`src/rtl/core/itoa_pkg.sv`:
```
// ----------------------------------------------------------------------------
// itoa_pkg
// Shared types and constants for the integer to ASCII converter.
// ----------------------------------------------------------------------------
package itoa_pkg;

   localparam int unsigned VALUE_W   = 32;
   localparam int unsigned RADIX_W   = 6;
   localparam int unsigned CHAR_W    = 7;
   localparam int unsigned DIV_STEPS = VALUE_W;
   localparam int unsigned STEP_W    = $clog2(DIV_STEPS);

   localparam logic [RADIX_W-1:0] RADIX_RESET = 6'd10;
   localparam logic [RADIX_W-1:0] RADIX_MIN   = 6'd2;
   localparam logic [RADIX_W-1:0] RADIX_MAX   = 6'd36;
   localparam logic [RADIX_W-1:0] RADIX_DEC   = 6'd10;
   localparam logic [RADIX_W-1:0] DIGIT_NINE  = 6'd9;
   localparam logic [RADIX_W-1:0] DIGIT_TEN   = 6'd10;

   localparam logic [CHAR_W-1:0] CHAR_ZERO  = 7'h30;
   localparam logic [CHAR_W-1:0] CHAR_A     = 7'h61;
   localparam logic [CHAR_W-1:0] CHAR_MINUS = 7'h2D;

   localparam int unsigned CSR_ADDR_W = 2;
   localparam int unsigned CSR_DATA_W = 32;
   localparam logic [CSR_ADDR_W-1:0] REG_RADIX = 2'd0;

   localparam int unsigned QUEUE_DEPTH = 2;
   localparam int unsigned QPTR_W      = $clog2(QUEUE_DEPTH);
   localparam int unsigned QCNT_W      = $clog2(QUEUE_DEPTH + 1);

   // one classified conversion job
   typedef struct packed {
      logic [VALUE_W-1:0] mag;
      logic               negative;
      logic [RADIX_W-1:0] base;
   } job_type;

   // back end state, one-hot
   typedef enum logic [3:0] {
      ST_LOAD = 4'b0001,
      ST_DIV  = 4'b0010,
      ST_SIGN = 4'b0100,
      ST_EMIT = 4'b1000
   } back_state_type;

   function automatic logic [CHAR_W-1:0] digit_char(input logic [RADIX_W-1:0] d);
      logic [CHAR_W-1:0] d_ext;
      d_ext = {{(CHAR_W-RADIX_W){1'b0}}, d};
      if (d > DIGIT_NINE) begin
         digit_char = d_ext - {{(CHAR_W-RADIX_W){1'b0}}, DIGIT_TEN} + CHAR_A;
      end else begin
         digit_char = d_ext + CHAR_ZERO;
      end
   endfunction

endpackage

```
`src/rtl/core/itoa_if.sv`:
```
// ----------------------------------------------------------------------------
// itoa_if
// Valid/ready channels for input values and output characters.
// ----------------------------------------------------------------------------
interface itoa_req_if;
   logic                                 valid;
   logic                                 ready;
   logic signed [itoa_pkg::VALUE_W-1:0]  value;

   modport source (output valid, output value, input ready);
   modport sink   (input valid, input value, output ready);
endinterface

interface itoa_rsp_if;
   logic                          valid;
   logic                          ready;
   logic [itoa_pkg::CHAR_W-1:0]   char_code;
   logic                          last;

   modport source (output valid, output char_code, output last, input ready);
   modport sink   (input valid, input char_code, input last, output ready);
endinterface

```
`src/rtl/core/itoa_front.sv`:
```
// ----------------------------------------------------------------------------
// itoa_front
// Accepts values, clamps the radix and splits off the sign for radix ten.
// ----------------------------------------------------------------------------
module itoa_front (
   itoa_req_if.sink                      req_bus,
   input  logic [itoa_pkg::RADIX_W-1:0]  radix,
   input  logic                          queue_full,
   output logic                          push,
   output itoa_pkg::job_type             push_job
);

   logic [itoa_pkg::RADIX_W-1:0] base;
   logic [itoa_pkg::VALUE_W-1:0] bits;
   logic                         negative;

   assign req_bus.ready = !queue_full;
   assign push          = req_bus.valid && !queue_full;

   always_comb begin
      if (radix < itoa_pkg::RADIX_MIN) begin
         base = itoa_pkg::RADIX_MIN;
      end else if (radix > itoa_pkg::RADIX_MAX) begin
         base = itoa_pkg::RADIX_MAX;
      end else begin
         base = radix;
      end
   end

   assign bits     = req_bus.value;
   assign negative = (base == itoa_pkg::RADIX_DEC) && bits[itoa_pkg::VALUE_W-1];

   always_comb begin
      push_job.base     = base;
      push_job.negative = negative;
      push_job.mag      = negative ? (~bits + 1'b1) : bits;
   end

endmodule

```
`src/rtl/core/itoa_queue.sv`:
```
// ----------------------------------------------------------------------------
// itoa_queue
// Short job queue between the front and back ends.
// ----------------------------------------------------------------------------
module itoa_queue (
   input  logic               clock,
   input  logic               reset,
   input  logic               push,
   input  itoa_pkg::job_type  push_job,
   output logic               full,
   input  logic               pop,
   output logic               avail,
   output itoa_pkg::job_type  pop_job
);

   itoa_pkg::job_type                slot_ff [itoa_pkg::QUEUE_DEPTH];
   logic [itoa_pkg::QPTR_W-1:0]      wr_ptr_ff, wr_ptr_in;
   logic [itoa_pkg::QPTR_W-1:0]      rd_ptr_ff, rd_ptr_in;
   logic [itoa_pkg::QCNT_W-1:0]      cnt_ff, cnt_in;
   logic                             do_push, do_pop;

   assign full    = (cnt_ff == itoa_pkg::QCNT_W'(itoa_pkg::QUEUE_DEPTH));
   assign avail   = (cnt_ff != '0);
   assign pop_job = slot_ff[rd_ptr_ff];
   assign do_push = push && !full;
   assign do_pop  = pop && avail;

   always_comb begin
      wr_ptr_in = wr_ptr_ff;
      rd_ptr_in = rd_ptr_ff;
      cnt_in    = cnt_ff;
      if (do_push) begin
         wr_ptr_in = wr_ptr_ff + 1'b1;
      end
      if (do_pop) begin
         rd_ptr_in = rd_ptr_ff + 1'b1;
      end
      if (do_push && !do_pop) begin
         cnt_in = cnt_ff + 1'b1;
      end else if (do_pop && !do_push) begin
         cnt_in = cnt_ff - 1'b1;
      end
   end

   always_ff @(posedge clock) begin
      if (reset) begin
         wr_ptr_ff <= '0;
         rd_ptr_ff <= '0;
         cnt_ff    <= '0;
      end else begin
         wr_ptr_ff <= wr_ptr_in;
         rd_ptr_ff <= rd_ptr_in;
         cnt_ff    <= cnt_in;
      end
   end

   always_ff @(posedge clock) begin
      if (do_push) begin
         slot_ff[wr_ptr_ff] <= push_job;
      end
   end

endmodule

```
`src/rtl/core/itoa_back.sv`:
```
// ----------------------------------------------------------------------------
// itoa_back
// Bit-serial divider producing digits LSB first into a character buffer,
// then streams the buffer out most significant first.
// ----------------------------------------------------------------------------
module itoa_back #(
   parameter int unsigned MAX_DIGITS = 32
) (
   input  logic               clock,
   input  logic               reset,
   input  logic               job_avail,
   input  itoa_pkg::job_type  job,
   output logic               job_pop,
   itoa_rsp_if.source         rsp_bus
);

   localparam int unsigned CNT_W = $clog2(MAX_DIGITS + 1);
   localparam int unsigned IDX_W = $clog2(MAX_DIGITS);

   itoa_pkg::back_state_type           state_ff, state_in;
   logic [itoa_pkg::VALUE_W-1:0]       quot_ff, quot_in;
   logic [itoa_pkg::RADIX_W-1:0]       rem_ff, rem_in;
   logic [itoa_pkg::RADIX_W-1:0]       base_ff, base_in;
   logic                               neg_ff, neg_in;
   logic [itoa_pkg::STEP_W-1:0]        step_ff, step_in;
   logic [CNT_W-1:0]                   cnt_ff, cnt_in;
   logic [itoa_pkg::CHAR_W-1:0]        char_ff [MAX_DIGITS];
   logic                               rsp_valid_ff, rsp_valid_in;
   logic [itoa_pkg::CHAR_W-1:0]        rsp_char_ff, rsp_char_in;
   logic                               rsp_last_ff, rsp_last_in;

   logic [itoa_pkg::RADIX_W:0]         trial;
   logic                               qbit;
   logic [itoa_pkg::RADIX_W-1:0]       rem_step;
   logic [itoa_pkg::VALUE_W-1:0]       quot_step;
   logic                               buf_we;
   logic [IDX_W-1:0]                   buf_waddr;
   logic [itoa_pkg::CHAR_W-1:0]        buf_wdata;
   logic [IDX_W-1:0]                   rd_idx;
   logic                               out_free;
   logic                               last_step;

   assign rsp_bus.valid     = rsp_valid_ff;
   assign rsp_bus.char_code = rsp_char_ff;
   assign rsp_bus.last      = rsp_last_ff;

   // one restoring step: shift in the next dividend bit, subtract if it fits
   assign trial     = {rem_ff, quot_ff[itoa_pkg::VALUE_W-1]};
   assign qbit      = (trial >= {1'b0, base_ff});
   assign rem_step  = qbit ? itoa_pkg::RADIX_W'(trial - {1'b0, base_ff})
                           : itoa_pkg::RADIX_W'(trial);
   assign quot_step = {quot_ff[itoa_pkg::VALUE_W-2:0], qbit};
   assign last_step = (step_ff == itoa_pkg::STEP_W'(itoa_pkg::DIV_STEPS - 1));

   assign out_free = !rsp_valid_ff || rsp_bus.ready;
   assign rd_idx   = IDX_W'(cnt_ff - 1'b1);

   always_comb begin
      state_in     = state_ff;
      quot_in      = quot_ff;
      rem_in       = rem_ff;
      base_in      = base_ff;
      neg_in       = neg_ff;
      step_in      = step_ff;
      cnt_in       = cnt_ff;
      job_pop      = 1'b0;
      buf_we       = 1'b0;
      buf_waddr    = IDX_W'(cnt_ff);
      buf_wdata    = itoa_pkg::digit_char(rem_step);
      rsp_valid_in = rsp_valid_ff && !rsp_bus.ready;
      rsp_char_in  = rsp_char_ff;
      rsp_last_in  = rsp_last_ff;

      unique case (state_ff)
         itoa_pkg::ST_LOAD: begin
            if (job_avail) begin
               job_pop  = 1'b1;
               quot_in  = job.mag;
               base_in  = job.base;
               neg_in   = job.negative;
               rem_in   = '0;
               step_in  = '0;
               cnt_in   = '0;
               state_in = itoa_pkg::ST_DIV;
            end
         end
         itoa_pkg::ST_DIV: begin
            step_in = step_ff + 1'b1;
            if (last_step) begin
               // digit done: store it, restart on the quotient
               buf_we  = 1'b1;
               cnt_in  = cnt_ff + 1'b1;
               rem_in  = '0;
               quot_in = quot_step;
               if ((quot_step == '0) || (cnt_ff + 1'b1 == CNT_W'(MAX_DIGITS))) begin
                  state_in = neg_ff ? itoa_pkg::ST_SIGN : itoa_pkg::ST_EMIT;
               end
            end else begin
               rem_in  = rem_step;
               quot_in = quot_step;
            end
         end
         itoa_pkg::ST_SIGN: begin
            // drop the sign if the buffer is already full
            if (cnt_ff != CNT_W'(MAX_DIGITS)) begin
               buf_we    = 1'b1;
               buf_wdata = itoa_pkg::CHAR_MINUS;
               cnt_in    = cnt_ff + 1'b1;
            end
            state_in = itoa_pkg::ST_EMIT;
         end
         itoa_pkg::ST_EMIT: begin
            if (out_free) begin
               rsp_valid_in = 1'b1;
               rsp_char_in  = char_ff[rd_idx];
               rsp_last_in  = (cnt_ff == CNT_W'(1));
               cnt_in       = cnt_ff - 1'b1;
               if (cnt_ff == CNT_W'(1)) begin
                  state_in = itoa_pkg::ST_LOAD;
               end
            end
         end
         default: begin
            state_in = itoa_pkg::ST_LOAD;
         end
      endcase
   end

   always_ff @(posedge clock) begin
      if (reset) begin
         state_ff     <= itoa_pkg::ST_LOAD;
         rsp_valid_ff <= 1'b0;
         step_ff      <= '0;
         cnt_ff       <= '0;
      end else begin
         state_ff     <= state_in;
         rsp_valid_ff <= rsp_valid_in;
         step_ff      <= step_in;
         cnt_ff       <= cnt_in;
      end
   end

   always_ff @(posedge clock) begin
      quot_ff     <= quot_in;
      rem_ff      <= rem_in;
      base_ff     <= base_in;
      neg_ff      <= neg_in;
      rsp_char_ff <= rsp_char_in;
      rsp_last_ff <= rsp_last_in;
      if (buf_we) begin
         char_ff[buf_waddr] <= buf_wdata;
      end
   end

endmodule

```
`src/rtl/core/int_to_ascii_radix.sv`:
```
// ----------------------------------------------------------------------------
// int_to_ascii_radix
// Converts a 32-bit integer to ASCII text in a programmable radix.
// ----------------------------------------------------------------------------
//   channel   direction  beat contents
//   req_bus   in         value (32-bit signed)
//   rsp_bus   out        char_code (7-bit ASCII), last
//   csr_*     in/out     APB register: radix at byte address 0
//
// Each digit costs a full pass of the bit-serial divider: the back end loads
// a job, divides out its digits, writes a sign when the value is negative in
// radix ten, then streams the characters out, most significant first.
// A two-entry queue lets the front accept values while the back converts.
// Reset clears control state and sets radix to 10.
// A stalled rsp_bus holds the character; the divider keeps nothing in flight.
// ----------------------------------------------------------------------------
module int_to_ascii_radix #(
   parameter int unsigned MAX_DIGITS = 32
) (
   input  logic                               clock,
   input  logic                               reset,
   itoa_req_if.sink                           req_bus,
   itoa_rsp_if.source                         rsp_bus,
   input  logic                               csr_psel,
   input  logic                               csr_penable,
   input  logic                               csr_pwrite,
   input  logic [itoa_pkg::CSR_ADDR_W-1:0]    csr_paddr,
   input  logic [itoa_pkg::CSR_DATA_W-1:0]    csr_pwdata,
   output logic [itoa_pkg::CSR_DATA_W-1:0]    csr_prdata,
   output logic                               csr_pready
);

   logic [itoa_pkg::RADIX_W-1:0] radix_ff, radix_in;
   logic                         push, queue_full, job_avail, job_pop;
   itoa_pkg::job_type            push_job, pop_job;

   assign csr_pready = 1'b1;
   assign csr_prdata = (csr_paddr == itoa_pkg::REG_RADIX)
                       ? {{(itoa_pkg::CSR_DATA_W-itoa_pkg::RADIX_W){1'b0}}, radix_ff}
                       : '0;

   always_comb begin
      radix_in = radix_ff;
      if (csr_psel && csr_penable && csr_pwrite && (csr_paddr == itoa_pkg::REG_RADIX)) begin
         radix_in = csr_pwdata[itoa_pkg::RADIX_W-1:0];
      end
   end

   always_ff @(posedge clock) begin
      if (reset) begin
         radix_ff <= itoa_pkg::RADIX_RESET;
      end else begin
         radix_ff <= radix_in;
      end
   end

   itoa_front u_front (
      .req_bus    (req_bus),
      .radix      (radix_ff),
      .queue_full (queue_full),
      .push       (push),
      .push_job   (push_job)
   );

   itoa_queue u_queue (
      .clock    (clock),
      .reset    (reset),
      .push     (push),
      .push_job (push_job),
      .full     (queue_full),
      .pop      (job_pop),
      .avail    (job_avail),
      .pop_job  (pop_job)
   );

   itoa_back #(
      .MAX_DIGITS (MAX_DIGITS)
   ) u_back (
      .clock     (clock),
      .reset     (reset),
      .job_avail (job_avail),
      .job       (pop_job),
      .job_pop   (job_pop),
      .rsp_bus   (rsp_bus)
   );

endmodule
```
`src/flat_wrapper.sv`:
```
// flat-port wrapper written by rule: the top's interface ports become plain ports
module int_to_ascii_radix_flat 
#(
   parameter int unsigned MAX_DIGITS = 32
)
  (clock, reset, csr_psel, csr_penable, csr_pwrite, csr_paddr, csr_pwdata, csr_prdata, csr_pready, req_bus_valid, req_bus_value, req_bus_ready, rsp_bus_valid, rsp_bus_char_code, rsp_bus_last, rsp_bus_ready);
  itoa_req_if req_bus_i ();
  itoa_rsp_if rsp_bus_i ();
  input  logic clock;
  input  logic reset;
  input  logic csr_psel;
  input  logic csr_penable;
  input  logic csr_pwrite;
  input  logic [itoa_pkg::CSR_ADDR_W-1:0] csr_paddr;
  input  logic [itoa_pkg::CSR_DATA_W-1:0] csr_pwdata;
  output logic [itoa_pkg::CSR_DATA_W-1:0] csr_prdata;
  output logic csr_pready;
  input wire logic [$bits(req_bus_i.valid)-1:0] req_bus_valid;
  input wire logic [$bits(req_bus_i.value)-1:0] req_bus_value;
  output wire logic [$bits(req_bus_i.ready)-1:0] req_bus_ready;
  output wire logic [$bits(rsp_bus_i.valid)-1:0] rsp_bus_valid;
  output wire logic [$bits(rsp_bus_i.char_code)-1:0] rsp_bus_char_code;
  output wire logic [$bits(rsp_bus_i.last)-1:0] rsp_bus_last;
  input wire logic [$bits(rsp_bus_i.ready)-1:0] rsp_bus_ready;
  assign req_bus_i.valid = req_bus_valid;
  assign req_bus_i.value = req_bus_value;
  assign req_bus_ready = req_bus_i.ready;
  assign rsp_bus_valid = rsp_bus_i.valid;
  assign rsp_bus_char_code = rsp_bus_i.char_code;
  assign rsp_bus_last = rsp_bus_i.last;
  assign rsp_bus_i.ready = rsp_bus_ready;
  int_to_ascii_radix #(.MAX_DIGITS(MAX_DIGITS)) u_core (.clock(clock), .reset(reset), .req_bus(req_bus_i), .rsp_bus(rsp_bus_i), .csr_psel(csr_psel), .csr_penable(csr_penable), .csr_pwrite(csr_pwrite), .csr_paddr(csr_paddr), .csr_pwdata(csr_pwdata), .csr_prdata(csr_prdata), .csr_pready(csr_pready));
endmodule
```
`config.mk`:
```
export PLATFORM = sky130hd
export DESIGN_NAME = int_to_ascii_radix_flat
export DESIGN_NICKNAME = d
export VERILOG_FILES = /design/src/rtl/core/itoa_pkg.sv /design/src/rtl/core/itoa_if.sv /design/src/rtl/core/itoa_front.sv /design/src/rtl/core/itoa_queue.sv /design/src/rtl/core/itoa_back.sv /design/src/rtl/core/int_to_ascii_radix.sv /design/src/flat_wrapper.sv
export SDC_FILE = /design/constraint.sdc
export NUM_CORES = 1
export LEC_CHECK = 0
export ABC_AREA = 1
export ABC_CLOCK_PERIOD_IN_PS = 3820
export BUFFER_PORTS_ARGS = -buffer_cell sky130_fd_sc_hd__buf_2
export CAP_MARGIN = 20
export CORE_MARGIN = 3
export CORE_UTILIZATION = 55
export DETAILED_ROUTE_END_ITERATION = 7
export GPL_ROUTABILITY_DRIVEN = 1
export GPL_TIMING_DRIVEN = 1
export HOLD_SLACK_MARGIN = 0.15
export PLACE_DENSITY = 0.73
export SETUP_SLACK_MARGIN = 0.05
export SKIP_LAST_GASP = 1
export SYNTH_ARGS = -nofsm -noshare
export SYNTH_HDL_FRONTEND = slang
export SYNTH_HIERARCHICAL = 1
export SYNTH_SLANG_ARGS = --single-unit
export TNS_END_PERCENT = 50
```
`constraint.sdc`:
```
create_clock -name clock -period 3.82 [get_ports clock]
set_clock_uncertainty 0.05 [all_clocks]
set_input_delay 0.191 -clock clock [delete_from_list [all_inputs] [get_ports clock]]
set_output_delay 0.191 -clock clock [all_outputs]
set_load 0.01 [all_outputs]
```
==> summary.md <==
| Metric | Value |
|---|---|
| Mux share of post-synthesis cell area | `4.23%` |
| Crit Path Max Fanout | `32` |
| Async SR Flop Fraction | `0%` |
| Synth Area per Inst | `10.9 um^2` |
| Synth top area share | `59.6%` |
| Sequential area share after synthesis | `62.6%` |
| Vias in the first global route | `11900` |
| Wire length of the first global-routing pass | `60000 um` |
| GR Overflow Total | `0` |
| Syn Std Cell Area | `0.0179 mm^2` |
| Post-CTS setup buffer count | `0` |
| Largest family of logic cells by synthesized area | `simple AND/OR/NAND/NOR gates` |
| Max Slew Vio Count | `0` |
| Worst-Skew Late Latency | `530 ps` |
| Final wirelength | `37500 um` |
| Status | `complete, no violations` |
| Adder-cell share of the synthesized area | `1.30%` |
| Syn. warnings | `6` |
| GRT Util Overall | `21.1%` |
| Port buffer count | `62` |
| Max Cap Viol | `0` |
| DP Wirelength | `23600 um` |
| Layout Nets | `1837` |
| Clock tree from TritonCTS | `built` |
| Final Hold Violating Endpoints | `0` |
| Initial DRC Count | `937` |
| First-pass DRT Iterations | `5` |
| Synth unique cells | `53` |
| H-tree depth | `2` |
| Drt drc | `0` |
| Wire length per cell | `16.9 um` |
| Gpl congestion | `0.898` |
| P_leak | `7.64 nW` |
| I/O pins | `116` |
| Setup Crit Path Kind | `reg -> reg` |
| Primary flip-flop cell chosen by synthesis mapping | `edfxtp_1` |
| Number of cell rows | `65` |
| Die area | `0.0347 mm^2` |
| Number of flops mapped to enable cells by yosys | `355` |
| CTS Buf Count | `39` |
| Root Buffer | `clkbuf_16` |
| Period utilisation layout | `78.9%` |
| Largest net degree at the start of global routing | `113` |
| Top-count cell post-synth | `edfxtp_1` |
| Worst-Margin Slew | `1020 ps` |
| Reg clk slew, reported paths | `60 ps` |
| Core area | `0.0318 mm^2` |
| Hold Slack | `266 ps` |
| Detail Route Antenna Nets | `0` |
| Synth Area in Compound Gates | `8.34%` |
| Fin crit period | `3010 ps` |
| XOR/XNOR Fraction of Synth Area | `1.22%` |
| Total number of vias | `12100` |
| Max frequency | `332 MHz` |
| Die W | `186 um` |
| Layout Area Growth over Synthesis | `13.7%` |
| Rel. slew slack | `32.3%` |
| Data arrival, critical path | `3240 ps` |
| Max VDD drop | `0.686 mV` |
| CP startpoint kind | `flip-flop` |
| Synth Instances | `1641` |
| Critical Path RT | `4050 ps` |
| Share of layout cells above drive strength 1 | `13.4%` |
| RSZ-0062 raised after global routing | `false` |
| Pwr Density | `867 mW/mm^2` |
| PostCTS Resize Cnt | `0` |
| CTS Hold Bufs | `52` |
| # diodes | `0` |
| Hold Crit Class | `in -> reg` |
| Final setup vio count | `0` |
| Reg2reg setup slack | `810 ps` |
| TritonCTS Sinks | `382` |
| Commonest cells in the netlist | `edfxtp_1 (355), nand2_1 (267), nor2_1 (266)` |
| FF+latch count, synth | `382` |
| Post-synthesis simple-gate area fraction | `16.0%` |
| Cell accounting for the most synthesized area | `edfxtp_1` |
| DR vias/cell | `5.49` |
| Chip Height | `186 um` |
| Maximum clock path buffer count | `3` |
| Synth area leaders | `edfxtp_1 (60%), nand2_1 (5.6%), nor2_1 (5.6%), o21ai_0 (3.3%), dfxtp_1 (3.0%)` |
| Crit. End Element | `flip-flop` |
| Initial Util | `56.3%` |
| Initial antenna violation count | `0` |
| Setup TNS | `0 ps` |
worst max-delay path, stage by stage (launching register included):
cell and delay [ps]:
edfxtp_1 400, ha_1 370, a21oi_1 140, nand2_1 120, nand2_2 140, nand3_4 140
or2_2 310, nand2_2 100, ha_1 210, nand2_2 130, nand2_1 100, nand2_1 70
a21oi_2 120, buf_4 380
registers in the layout (all words and copies together) (netlist names), named ones only:
signal	count
u_core/u_queue/slot_ff	78
u_core/u_back/quot_ff	32
u_core/u_back/neg_ff	1
u_core/u_queue/wr_ptr_ff	1
u_core/u_back/rsp_bus.valid	1
u_core/u_back/step_ff	5
u_core/u_queue/cnt_ff	2
u_core/u_back/state_ff	4
u_core/u_back/base_ff	6
u_core/u_back/rsp_bus.char_code	7
u_core/u_back/char_ff	224
u_core/radix_ff	6
u_core/u_back/cnt_ff	6
u_core/u_back/rsp_bus.last	1
u_core/u_back/rem_ff	6
u_core/u_queue/rd_ptr_ff	1
layout make-up:
cell class / count / area, um^2
Clock buffer: 45 / 998
Clock inverter: 27 / 323
Timing Repair Buffer: 135 / 1030
Multi-Input combinational cell: 1046 / 5700
Sequential cell: 382 / 11200
Fill cell: 2423 / 11500
Inverter: 142 / 533
Tap cell: 435 / 544
cells in the final DEF (no fill, tap or decap), types with 4 or more instances in the layout:
master / count
a21oi_1: 22
buf_2: 62
buf_4: 18
bufinv_16: 7
clkbuf_1: 6
clkbuf_16: 39
clkinv_1: 9
clkinv_2: 4
conb_1: 27
dfxtp_1: 25
dlygate4sd3_1: 52
edfxtp_1: 355
ha_1: 16
inv_1: 131
inv_2: 11
inv_6: 4
mux2_2: 29
mux2_4: 10
mux2i_1: 28
nand2_1: 267
nand2_2: 10
nand3_1: 81
nand3_2: 6
nand4_1: 23
nor2_1: 263
nor2_2: 5
nor2_4: 5
o211ai_1: 20
o21ai_0: 117
o21ai_1: 5
o21bai_1: 4
o221ai_1: 22
o22ai_1: 8
o32ai_1: 28
xnor2_1: 5
xor2_1: 15
worst paths after layout:
| path | cells after the start | startpoint | to |
|---|---|---|---|
| min | 6 | req_bus_valid | u_core/u_queue/wr_ptr_ff |
| max reg2reg | 13 | u_core/u_back/rem_ff[1] | u_core/u_back/char_ff[25][1] |
| min reg2reg | 2 | u_core/u_back/step_ff[4] | u_core/u_back/step_ff[4] |
| max | 13 | u_core/u_back/rem_ff[1] | u_core/u_back/char_ff[25][1] |
stage by stage:
| step | setup WS (ps) | cells | total power, W | utilization [%] | cell area [um^2] |
|---|---|---|---|---|---|
| 6_report | 807 | 2212 | 0.0176 | 63.9 | 20300 |
| 5_1_grt | 600 | 2212 | 0.0186 | 63.9 | 20300 |
| 4_1_cts | 815 | 2211 | 0.0177 | 63.9 | 20300 |
| 3_5_place_dp | 839 | 2087 | 0.0138 | 58.1 | 18500 |
| 3_3_place_gp | 886 | 2085 | 0.0135 | 58.0 | 18400 |
| 2_1_floorplan | 484 | 1666 | 0.0115 | - | 18000 |
power by group:
group	switching [W]	leakage, nW	total (W)	internal, W
registers	0.000215	3.45	0.00730	0.00709
clock network	0.00153	0.639	0.00390	0.00236
logic	0.00468	3.55	0.00644	0.00176
total	0.00642	7.64	0.0176	0.0112
logic make-up after synthesis:
kind of cell | count (synthesis)
muxes | 67
buffers and inverters | 238
xor gates and xnor gates | 22
adders and majority gates | 18
and+or+nand+nor | 674
other | 2
DFF | 382
AOI/OAI and AO/OA | 238
per-layer routing:
layer  GRT usage, %  part of all wire [%]  up-vias
met3           3.21                   5.9       62
li1               -                     -     5894
met5              0                     0        -
met2           36.8                    50      377
met1           27.5                    42     5814
met4           6.51                   2.5        0
Note: power is estimated with default switching activity, not from simulation.
